## config.mk

```make
export PLATFORM = sky130hd
export DESIGN_NAME = mandelbrot_escape_time
export DESIGN_NICKNAME = d
export VERILOG_FILES = /design/src/rtl/mbe_pkg.sv /design/src/rtl/mbe_ctrl.sv /design/src/rtl/mbe_datapath.sv /design/src/rtl/mandelbrot_escape_time.sv
export SDC_FILE = /design/constraint.sdc
export NUM_CORES = 2
export LEC_CHECK = 0
export BUFFER_PORTS_ARGS = -buffer_cell sky130_fd_sc_hd__buf_4
export CAP_MARGIN = 10
export CORE_MARGIN = 3
export CORE_UTILIZATION = 37
export DETAILED_ROUTE_END_ITERATION = 7
export GPL_ROUTABILITY_DRIVEN = 0
export SYNTH_ARGS = -nofsm -noshare
export SYNTH_HDL_FRONTEND = slang
export SYNTH_SLANG_ARGS = --single-unit
```

## constraint.sdc

```tcl
create_clock -name clk -period 14.7 [get_ports clk]
set_clock_uncertainty 0.15 [all_clocks]
set_input_delay 0 -clock clk [delete_from_list [all_inputs] [get_ports clk]]
set_output_delay 0 -clock clk [all_outputs]
set_load 0.05 [all_outputs]
```

## src/rtl/mbe_pkg.sv

```systemverilog
// Shared constants, types and helpers of the Mandelbrot escape-time block.
// Used by mbe_ctrl, mbe_datapath and mandelbrot_escape_time; no dependencies.
package mbe_pkg;

    localparam int COORD_BITS = 12;
    localparam int FRAC_BITS  = 26;
    localparam int ITER_BITS  = 20;
    localparam int WORD_BITS  = 32;
    localparam int PROD_BITS  = 2 * WORD_BITS;

    // |z|^2 >= 4 in the scale of a raw square sum
    localparam int ESC_SHIFT = 2 * FRAC_BITS + 2;

    localparam int IN_BITS     = 2 * COORD_BITS;
    localparam int IN_TDATA_W  = ((IN_BITS + 7) / 8) * 8;
    localparam int OUT_BITS    = ITER_BITS + 1 + 2 * COORD_BITS;
    localparam int OUT_TDATA_W = ((OUT_BITS + 7) / 8) * 8;

    localparam int CFG_IDX_BITS = 3;

    localparam logic signed [WORD_BITS-1:0] LEFT_REAL_RST   = -32'sd134217728;
    localparam logic signed [WORD_BITS-1:0] BOTTOM_IMAG_RST = -32'sd134217728;
    localparam logic signed [WORD_BITS-1:0] X_STEP_RST      = 32'sd262144;
    localparam logic signed [WORD_BITS-1:0] Y_STEP_RST      = 32'sd262144;
    localparam logic [ITER_BITS-1:0]        MAX_ITER_RST    = 20'd100000;

    typedef enum logic [CFG_IDX_BITS-1:0] {
        CFG_LEFT_REAL   = 3'd0,
        CFG_BOTTOM_IMAG = 3'd1,
        CFG_X_STEP      = 3'd2,
        CFG_Y_STEP      = 3'd3,
        CFG_MAX_ITER    = 3'd4
    } cfg_index_t;

    typedef enum logic [2:0] {
        MS_CRE,
        MS_CIM,
        MS_RR,
        MS_II,
        MS_RI
    } mul_sel_t;

    typedef enum logic [3:0] {
        ST_IDLE,
        ST_CRE,
        ST_CIM,
        ST_CAPI,
        ST_ZRR,
        ST_ZII,
        ST_ZRI,
        ST_UPD,
        ST_FINISH
    } state_t;

    typedef struct packed {
        logic     start;
        mul_sel_t mul_sel;
        logic     cap_cr;
        logic     cap_ci;
        logic     cap_rr;
        logic     cap_ii;
        logic     step;
        logic     emit;
    } mbe_cmd_t;

    typedef struct packed {
        logic stop;
        logic out_busy;
    } mbe_status_t;

    // clamp a wide signed value into one signed word
    function automatic logic signed [WORD_BITS-1:0] sat_word(
        input logic signed [PROD_BITS-1:0] x
    );
        logic signed [WORD_BITS-1:0] r;
        if (x[PROD_BITS-1] == 1'b0 && x[PROD_BITS-2:WORD_BITS-1] != '0) begin
            r = {1'b0, {(WORD_BITS-1){1'b1}}};
        end else if (x[PROD_BITS-1] == 1'b1 && x[PROD_BITS-2:WORD_BITS-1] != '1) begin
            r = {1'b1, {(WORD_BITS-1){1'b0}}};
        end else begin
            r = x[WORD_BITS-1:0];
        end
        return r;
    endfunction

endpackage

```

## src/rtl/mbe_ctrl.sv

```systemverilog
// Sequencer of the escape-time block: accepts a request, steps the shared
// multiplier through the iteration and hands the result to the output register.
// Depends on mbe_pkg.
module mbe_ctrl
    import mbe_pkg::*;
(
    input  logic        clk,
    input  logic        rst_n,
    input  logic        s_axis_tvalid,
    output logic        s_axis_tready,
    input  mbe_status_t status,
    output mbe_cmd_t    cmd
);

    state_t state_reg;
    state_t state_next;

    always_ff @(posedge clk or negedge rst_n)
    begin
        if (!rst_n)
        begin
            state_reg <= ST_IDLE;
        end
        else
        begin
            state_reg <= state_next;
        end
    end

    always_comb
    begin
        state_next    = state_reg;
        cmd           = '0;
        cmd.mul_sel   = MS_RR;
        s_axis_tready = 1'b0;
        unique case (state_reg)
            ST_IDLE:
            begin
                s_axis_tready = 1'b1;
                if (s_axis_tvalid)
                begin
                    cmd.start  = 1'b1;
                    state_next = ST_CRE;
                end
            end
            ST_CRE:
            begin
                cmd.mul_sel = MS_CRE;
                state_next  = ST_CIM;
            end
            ST_CIM:
            begin
                cmd.mul_sel = MS_CIM;
                cmd.cap_cr  = 1'b1;
                state_next  = ST_CAPI;
            end
            ST_CAPI:
            begin
                cmd.cap_ci = 1'b1;
                state_next = ST_ZRR;
            end
            ST_ZRR:
            begin
                cmd.mul_sel = MS_RR;
                state_next  = ST_ZII;
            end
            ST_ZII:
            begin
                cmd.mul_sel = MS_II;
                cmd.cap_rr  = 1'b1;
                state_next  = ST_ZRI;
            end
            ST_ZRI:
            begin
                cmd.mul_sel = MS_RI;
                cmd.cap_ii  = 1'b1;
                state_next  = ST_UPD;
            end
            ST_UPD:
            begin
                if (status.stop)
                begin
                    state_next = ST_FINISH;
                end
                else
                begin
                    cmd.step   = 1'b1;
                    state_next = ST_ZRR;
                end
            end
            ST_FINISH:
            begin
                // hold until the output register can take the result
                if (!status.out_busy)
                begin
                    cmd.emit   = 1'b1;
                    state_next = ST_IDLE;
                end
            end
            default:
            begin
                state_next = ST_IDLE;
            end
        endcase
    end

`ifndef SYNTHESIS
    a_accept_starts: assert property (@(posedge clk) disable iff (!rst_n)
        (s_axis_tvalid && s_axis_tready) |=> state_reg == ST_CRE)
        else $error("accepted request did not start the sequence");
`endif

endmodule

```

## src/rtl/mbe_datapath.sv

```systemverilog
// Datapath of the escape-time block: configuration registers, the shared
// 32x32 multiplier, z update with saturation, escape test and output register.
// Depends on mbe_pkg.
module mbe_datapath
    import mbe_pkg::*;
(
    input  logic                    clk,
    input  logic                    rst_n,
    input  logic                    cfg_we,
    input  logic [CFG_IDX_BITS-1:0] cfg_index,
    input  logic [WORD_BITS-1:0]    cfg_data,
    input  logic [IN_TDATA_W-1:0]   s_axis_tdata,
    input  mbe_cmd_t                cmd,
    output mbe_status_t             status,
    output logic                    m_axis_tvalid,
    input  logic                    m_axis_tready,
    output logic [OUT_TDATA_W-1:0]  m_axis_tdata
);

    logic signed [WORD_BITS-1:0] left_real_reg;
    logic signed [WORD_BITS-1:0] bottom_imag_reg;
    logic signed [WORD_BITS-1:0] x_step_reg;
    logic signed [WORD_BITS-1:0] y_step_reg;
    logic [ITER_BITS-1:0]        max_iter_reg;

    logic [COORD_BITS-1:0]       col_reg;
    logic [COORD_BITS-1:0]       row_reg;
    logic signed [WORD_BITS-1:0] cr_reg;
    logic signed [WORD_BITS-1:0] ci_reg;
    logic signed [WORD_BITS-1:0] zr_reg;
    logic signed [WORD_BITS-1:0] zi_reg;
    logic signed [PROD_BITS-1:0] prod_reg;
    logic signed [PROD_BITS-1:0] rr_reg;
    logic signed [PROD_BITS-1:0] ii_reg;
    logic [ITER_BITS-1:0]        count_reg;

    logic                        out_valid_reg;
    logic [ITER_BITS-1:0]        out_iter_reg;
    logic                        out_inside_reg;
    logic [COORD_BITS-1:0]       out_col_reg;
    logic [COORD_BITS-1:0]       out_row_reg;

    logic signed [WORD_BITS-1:0] mul_a;
    logic signed [WORD_BITS-1:0] mul_b;
    logic [ITER_BITS-1:0]        limit;
    logic [PROD_BITS-1:0]        mag_sum;
    logic                        escaped;
    logic signed [PROD_BITS-1:0] diff;
    logic signed [PROD_BITS-1:0] nr_full;
    logic signed [PROD_BITS-1:0] ni_full;
    logic signed [PROD_BITS-1:0] c_edge_sum;

    // configuration
    always_ff @(posedge clk or negedge rst_n)
    begin
        if (!rst_n)
        begin
            left_real_reg   <= LEFT_REAL_RST;
            bottom_imag_reg <= BOTTOM_IMAG_RST;
            x_step_reg      <= X_STEP_RST;
            y_step_reg      <= Y_STEP_RST;
            max_iter_reg    <= MAX_ITER_RST;
        end
        else if (cfg_we)
        begin
            unique case (cfg_index)
                CFG_LEFT_REAL:   left_real_reg   <= cfg_data;
                CFG_BOTTOM_IMAG: bottom_imag_reg <= cfg_data;
                CFG_X_STEP:      x_step_reg      <= cfg_data;
                CFG_Y_STEP:      y_step_reg      <= cfg_data;
                CFG_MAX_ITER:    max_iter_reg    <= cfg_data[ITER_BITS-1:0];
                default:         ;
            endcase
        end
    end

    // operand selection for the shared multiplier
    always_comb
    begin
        unique case (cmd.mul_sel)
            MS_CRE:
            begin
                mul_a = {{(WORD_BITS-COORD_BITS){1'b0}}, col_reg};
                mul_b = x_step_reg;
            end
            MS_CIM:
            begin
                mul_a = {{(WORD_BITS-COORD_BITS){1'b0}}, row_reg};
                mul_b = y_step_reg;
            end
            MS_RR:
            begin
                mul_a = zr_reg;
                mul_b = zr_reg;
            end
            MS_II:
            begin
                mul_a = zi_reg;
                mul_b = zi_reg;
            end
            MS_RI:
            begin
                mul_a = zr_reg;
                mul_b = zi_reg;
            end
            default:
            begin
                mul_a = zr_reg;
                mul_b = zr_reg;
            end
        endcase
    end

    // window edge plus scaled coordinate; the product holds the scaled part
    assign c_edge_sum = prod_reg + PROD_BITS'(cmd.cap_cr ? left_real_reg : bottom_imag_reg);

    // squares are never negative, so the sum fits unsigned
    assign mag_sum = rr_reg + ii_reg;
    assign escaped = (mag_sum[PROD_BITS-1:ESC_SHIFT] != '0);
    assign limit   = (max_iter_reg == '0) ? ITER_BITS'(1) : max_iter_reg;

    // prod_reg holds zr*zi during the update cycle
    assign diff    = rr_reg - ii_reg;
    assign nr_full = (diff >>> FRAC_BITS) + PROD_BITS'(cr_reg);
    assign ni_full = (prod_reg >>> (FRAC_BITS - 1)) + PROD_BITS'(ci_reg);

    assign status.stop     = escaped || (count_reg >= limit);
    assign status.out_busy = out_valid_reg && !m_axis_tready;

    always_ff @(posedge clk)
    begin
        prod_reg <= mul_a * mul_b;
        if (cmd.start)
        begin
            col_reg <= s_axis_tdata[COORD_BITS-1:0];
            row_reg <= s_axis_tdata[2*COORD_BITS-1:COORD_BITS];
        end
        if (cmd.cap_cr)
        begin
            cr_reg <= sat_word(c_edge_sum);
        end
        if (cmd.cap_ci)
        begin
            ci_reg <= sat_word(c_edge_sum);
        end
        if (cmd.cap_rr)
        begin
            rr_reg <= prod_reg;
        end
        if (cmd.cap_ii)
        begin
            ii_reg <= prod_reg;
        end
        if (cmd.start)
        begin
            zr_reg <= '0;
            zi_reg <= '0;
        end
        else if (cmd.step)
        begin
            zr_reg <= sat_word(nr_full);
            zi_reg <= sat_word(ni_full);
        end
        if (cmd.emit)
        begin
            out_iter_reg   <= count_reg;
            out_inside_reg <= !escaped;
            out_col_reg    <= col_reg;
            out_row_reg    <= row_reg;
        end
    end

    always_ff @(posedge clk or negedge rst_n)
    begin
        if (!rst_n)
        begin
            count_reg     <= '0;
            out_valid_reg <= 1'b0;
        end
        else
        begin
            if (cmd.start)
            begin
                count_reg <= '0;
            end
            else if (cmd.step)
            begin
                count_reg <= count_reg + ITER_BITS'(1);
            end
            if (cmd.emit)
            begin
                out_valid_reg <= 1'b1;
            end
            else if (m_axis_tready)
            begin
                out_valid_reg <= 1'b0;
            end
        end
    end

    assign m_axis_tvalid = out_valid_reg;
    assign m_axis_tdata  = {{(OUT_TDATA_W-OUT_BITS){1'b0}},
                            out_row_reg, out_col_reg, out_inside_reg, out_iter_reg};

`ifndef SYNTHESIS
    a_emit_slot_free: assert property (@(posedge clk) disable iff (!rst_n)
        cmd.emit |-> (!out_valid_reg || m_axis_tready))
        else $error("result overwrote a waiting result");
    a_inside_at_limit: assert property (@(posedge clk) disable iff (!rst_n)
        (cmd.emit && !escaped) |-> count_reg == limit)
        else $error("inside result before the iteration limit");
    a_count_bounded: assert property (@(posedge clk) disable iff (!rst_n)
        cmd.step |-> count_reg < limit)
        else $error("iteration past the limit");
    a_result_nonzero: assert property (@(posedge clk) disable iff (!rst_n)
        cmd.emit |-> count_reg != '0)
        else $error("result with zero iterations");
`endif

endmodule

```

## src/rtl/mandelbrot_escape_time.sv

```systemverilog
// Top level of the Mandelbrot escape-time block: sequencer plus datapath.
// Depends on mbe_pkg, mbe_ctrl and mbe_datapath.
//
//   channel  | direction | payload (low bit up)
//   ---------+-----------+------------------------------------------------
//   s_axis   | in        | tdata: col[11:0], row[23:12]
//   m_axis   | out       | tdata: iterations[19:0], inside_res[20],
//            |           |        col_tag[32:21], row_tag[44:33]
//   cfg      | in        | cfg_we, cfg_index, cfg_data (write only)
//
// One pixel at a time. Each iteration passes through the states ZRR, ZII,
// ZRI and UPD: the single 32x32 multiplier forms zr*zr, zi*zi and zr*zi in
// turn, then the z update and escape test follow.
// Reset is asynchronous, active low, and restores the default window.
// A new request is taken as soon as the previous pixel is handed to the
// output register, even while that result still waits on m_axis_tready.
module mandelbrot_escape_time
    import mbe_pkg::*;
(
    input  logic                    clk,
    input  logic                    rst_n,
    input  logic                    cfg_we,
    input  logic [CFG_IDX_BITS-1:0] cfg_index,
    input  logic [WORD_BITS-1:0]    cfg_data,
    input  logic                    s_axis_tvalid,
    output logic                    s_axis_tready,
    input  logic [IN_TDATA_W-1:0]   s_axis_tdata,    // col, row
    output logic                    m_axis_tvalid,
    input  logic                    m_axis_tready,
    output logic [OUT_TDATA_W-1:0]  m_axis_tdata     // iterations, inside_res, col_tag, row_tag
);

    mbe_cmd_t    cmd;
    mbe_status_t status;

    mbe_ctrl u_ctrl (
        .clk           (clk),
        .rst_n         (rst_n),
        .s_axis_tvalid (s_axis_tvalid),
        .s_axis_tready (s_axis_tready),
        .status        (status),
        .cmd           (cmd)
    );

    mbe_datapath u_datapath (
        .clk           (clk),
        .rst_n         (rst_n),
        .cfg_we        (cfg_we),
        .cfg_index     (cfg_index),
        .cfg_data      (cfg_data),
        .s_axis_tdata  (s_axis_tdata),
        .cmd           (cmd),
        .status        (status),
        .m_axis_tvalid (m_axis_tvalid),
        .m_axis_tready (m_axis_tready),
        .m_axis_tdata  (m_axis_tdata)
    );

endmodule
```

==> flow_summary.rst <==
.. list-table::
   :header-rows: 1

   * - Metric
     - Value
   * - Sequential area share after synthesis
     - 0.2115
   * - Number of antenna-violating nets in the routed design
     - 0
   * - Hold crit path type
     - input port to flop
   * - CP max stage delay
     - 950 ps
   * - Via-to-Cell Ratio
     - 5.664
   * - Number of DRC markers in iteration 0
     - 6199
   * - Pin slew with the least headroom to its limit
     - 1221 ps
   * - Slowest stage cell, crit path
     - sky130_fd_sc_hd__fa_1
   * - EDFF count, synth
     - 261
   * - Max-slew violations
     - 0
   * - Wire length of the first global-routing pass
     - around 370 mm
   * - Post-layout utilization of the core
     - 0.4141
   * - Post-synthesis register bit count
     - around 560
   * - Total overflow reported by the global router
     - 0
   * - Main area contributors after synthesis
     - sky130_fd_sc_hd__fa_1 (31%), sky130_fd_sc_hd__edfxtp_1 (11%), sky130_fd_sc_hd__ha_1 (8.4%)
   * - Grt met1 use
     - 0.3470
   * - Maximum count of clock buffers along a single path
     - 3
   * - Number of failing setup endpoints in the final timing report
     - 0
   * - Total number of nets in the final design
     - slightly above 9000
   * - Met2 global-route usage
     - 0.3759
   * - Category of the worst setup path capture point
     - flop
   * - Number of hold violations in the final report
     - 0
   * - Pin count of the biggest net entering global routing
     - 86
   * - Result of the run
     - finished, final reports clean
   * - Maximum ir drop on the vdd rail
     - 0.0001737 V
   * - Switching power as a share of total power
     - 0.5600
   * - I/O pin total
     - between 100 and 150
   * - Post-CTS setup buffer count
     - 0
   * - Grt met3 use
     - 0.05264
   * - Vertical die dimension
     - 440.2 um
   * - Max capacitance violation total
     - 0
   * - Total via count in the routed design
     - 57130
   * - Fin crit period
     - 11050 ps
   * - Fraction of post-synthesis cell area in the top cell type by area
     - 0.3114
   * - First-pass iteration count of the detailed router
     - 8
   * - Cell accounting for the most synthesized area
     - sky130_fd_sc_hd__fa_1
   * - Synthesized area per cell
     - 9.369 sq um
   * - Achievable clock frequency
     - 0.09051 GHz
   * - Summed negative setup slack over all endpoints
     - 0 ps
   * - Total number of placement rows
     - 158
   * - Starting Density
     - 0.3742
   * - Data arrival time of the critical path
     - around 11000 ps
   * - Leak pwr
     - 34.73 nW
   * - Post-Synthesis Cells
     - around 7400
   * - Worst Setup Path Type
     - flop to flop
   * - Clock Latency Late Sink
     - 630 ps
   * - Cell area after synthesis
     - about 70000 sq um
   * - Clock share of power
     - 0.096
   * - Leading cell type in the layout, fill and taps excluded
     - sky130_fd_sc_hd__inv_1
   * - Post-CTS Hold Buffers
     - 129
   * - Type of origin of the critical path
     - flop
   * - Area growth from synthesis to layout
     - 10.66%
   * - Normalized max-slew margin
     - 0.1777
   * - DRC violations left
     - 0
   * - Sequential share of power
     - 0.152
   * - Average wire length per cell after detail routing
     - 23.96 um
   * - Biggest fanout along the worst timing path
     - 41
   * - Leading register cell type out of synthesis
     - sky130_fd_sc_hd__edfxtp_1
   * - Number of I/O port buffers
     - 110
   * - CTS clk-pin slew, worst paths
     - about 60 ps
   * - Layer with the highest usage
     - met2
   * - Yosys warnings
     - 0
   * - Cell with the most instances on the worst path
     - sky130_fd_sc_hd__fa_1
   * - Die footprint
     - 193800 sq um
   * - Placeable core region
     - about 190000 sq um
   * - Period utilization
     - 0.7516
   * - Horiz. Die Dim
     - ~440 um
   * - Power per unit of standard cell area
     - approximately 230 nW/um^2
   * - Post-synth cell types
     - 89
   * - Share of cells above drive strength 1
     - 0.07893
   * - PnR Total Power
     - 17.94 mW
   * - Number of clock sinks seen by CTS
     - 562
   * - Data required time at the worst endpoint
     - 15100 ps
   * - Inserted Clock Buffers
     - slightly below 70
   * - Resized Gates After CTS
     - 0
   * - Switching pwr
     - roughly 10 mW
   * - Total routed wirelength
     - 241.7 mm
   * - Via count of the first global-routing pass
     - 58200
   * - Share of total power in combinational logic
     - 0.752
   * - Leading cell types in the layout, fill and taps excluded
     - sky130_fd_sc_hd__inv_1 (1139), sky130_fd_sc_hd__fa_1 (1085), sky130_fd_sc_hd__nand2_1 (817)
   * - Internal power component
     - about 8 mW
   * - Master cell of the clock root buffer
     - sky130_fd_sc_hd__clkbuf_16
   * - Clock tree from TritonCTS
     - yes
   * - FFs w/ async S/R, synth
     - 0.3078
   * - Global-route usage over all layers
     - 0.2483
   * - Setup repair after global routing missed its margin
     - false
   * - H-tree level count
     - 3
   * - Half-perimeter wire length after detailed placement
     - 187.9 mm
   * - Number of antenna violations at the first check in global routing
     - 11
-- cell usage after synthesis (all sizes together) (29+ instances only) --
master  count
fa       1085
mux2      160
clkbuf    320
o31ai      30
nor2      736
xor2       76
edfxtp    261
a21oi     413
xnor2     151
inv      1139
o21ai     257
o21bai     44
nand3      87
nand2b     54
and2       29
buf        29
nand2     818
a21o      114
o211ai     73
a211oi     48
a222oi     32
nand4b     31
and3       37
ha        469
nor4       39
nor3       79
nand4      67
nor2b      47
dfrtp     155
o21a       55
dfxtp     128
-- worst paths after layout --
| check | start | end | slack (ps) | cells after the start |
|---|---|---|---|---|
| max | u_ctrl.state_reg[2]$_DFFE_PN0P_ | u_datapath.prod_reg[61]$_DFF_P_ | 3650 | 30 |
| min | cfg_data[4] | u_datapath.bottom_imag_reg[4]$_DFFE_PN0P_ | 80 | 3 |
| max reg2reg | u_ctrl.state_reg[2]$_DFFE_PN0P_ | u_datapath.prod_reg[61]$_DFF_P_ | 3650 | 30 |
| min reg2reg | u_datapath.left_real_reg[1]$_DFFE_PN0P_ | u_datapath.left_real_reg[1]$_DFFE_PN0P_ | 350 | 1 |
| max in group asynchronous | rst_n | u_datapath.left_real_reg[16]$_DFFE_PN0P_ | 12840 | 4 |
| min in group asynchronous | rst_n | u_datapath.x_step_reg[18]$_DFFE_PN1P_ | 410 | 3 |
-- power by group through the flow --
stage	clock network (mW)	logic, mW	registers, mW
after floorplan	0	8.80	2.46
after global placement	0	12.8	2.72
after detailed placement	0	13.0	2.73
after CTS	1.75	13.2	2.70
after global routing	1.81	14.7	2.74
final	1.73	13.5	2.72
-- worst max-delay path: cells and delay by family (launching register included) --
kind            cells  cell delay (ps)
xor+xnor            1              140
fa+ha+maj           9             4600
flops               1              330
compound gates      7             2420
buf+inv             9             2130
simple gates        4             1150
-- stage by stage --
| stage | cells | setup slack, ps | hold slack [ps] | instance area [sq um] |
|---|---|---|---|---|
| after floorplan | 7447 | 3876 | -445.6 | 69760 |
| after global placement | 9826 | 4111 | -26.26 | 73570 |
| after detailed placement | 9826 | 3911 | -8.242 | 73570 |
| after CTS | 10080 | 3893 | 54.31 | 77160 |
| after global routing | 10080 | 3107 | 85.47 | 77190 |
| final | 10090 | 3652 | 79.40 | 77190 |
-- per-layer routing --
metal,wire [um],share of wire
met5,27,0.00011
met4,11580,0.048
met3,25560,0.11
met2,103800,0.43
met1,100700,0.42
-- area by class of cell --
type	count	area, sq um
clock inverter	28	355.3
sequential	562	14750
timing repair buffer	378	3202
multi-input combinational	5395	49560
tap	2480	3103
inverter	1141	4283
fill	18160	109200
antenna	3	7.507
clock buffer	98	1928
-- kinds of logic after synthesis --
kind of cell	count (synthesis)	synth area share
flip-flops	562	0.2115
multiplexers	168	0.02703
other	1	0.00005376
XOR/XNOR	227	0.02850
adder cells (fa/ha/maj)	1554	0.3955
AO/OA/AOI/OAI	1282	0.1180
buffers and inverters	1490	0.08048
AND/OR/NAND/NOR	2161	0.1389
Power figures use the tool's default switching activity.
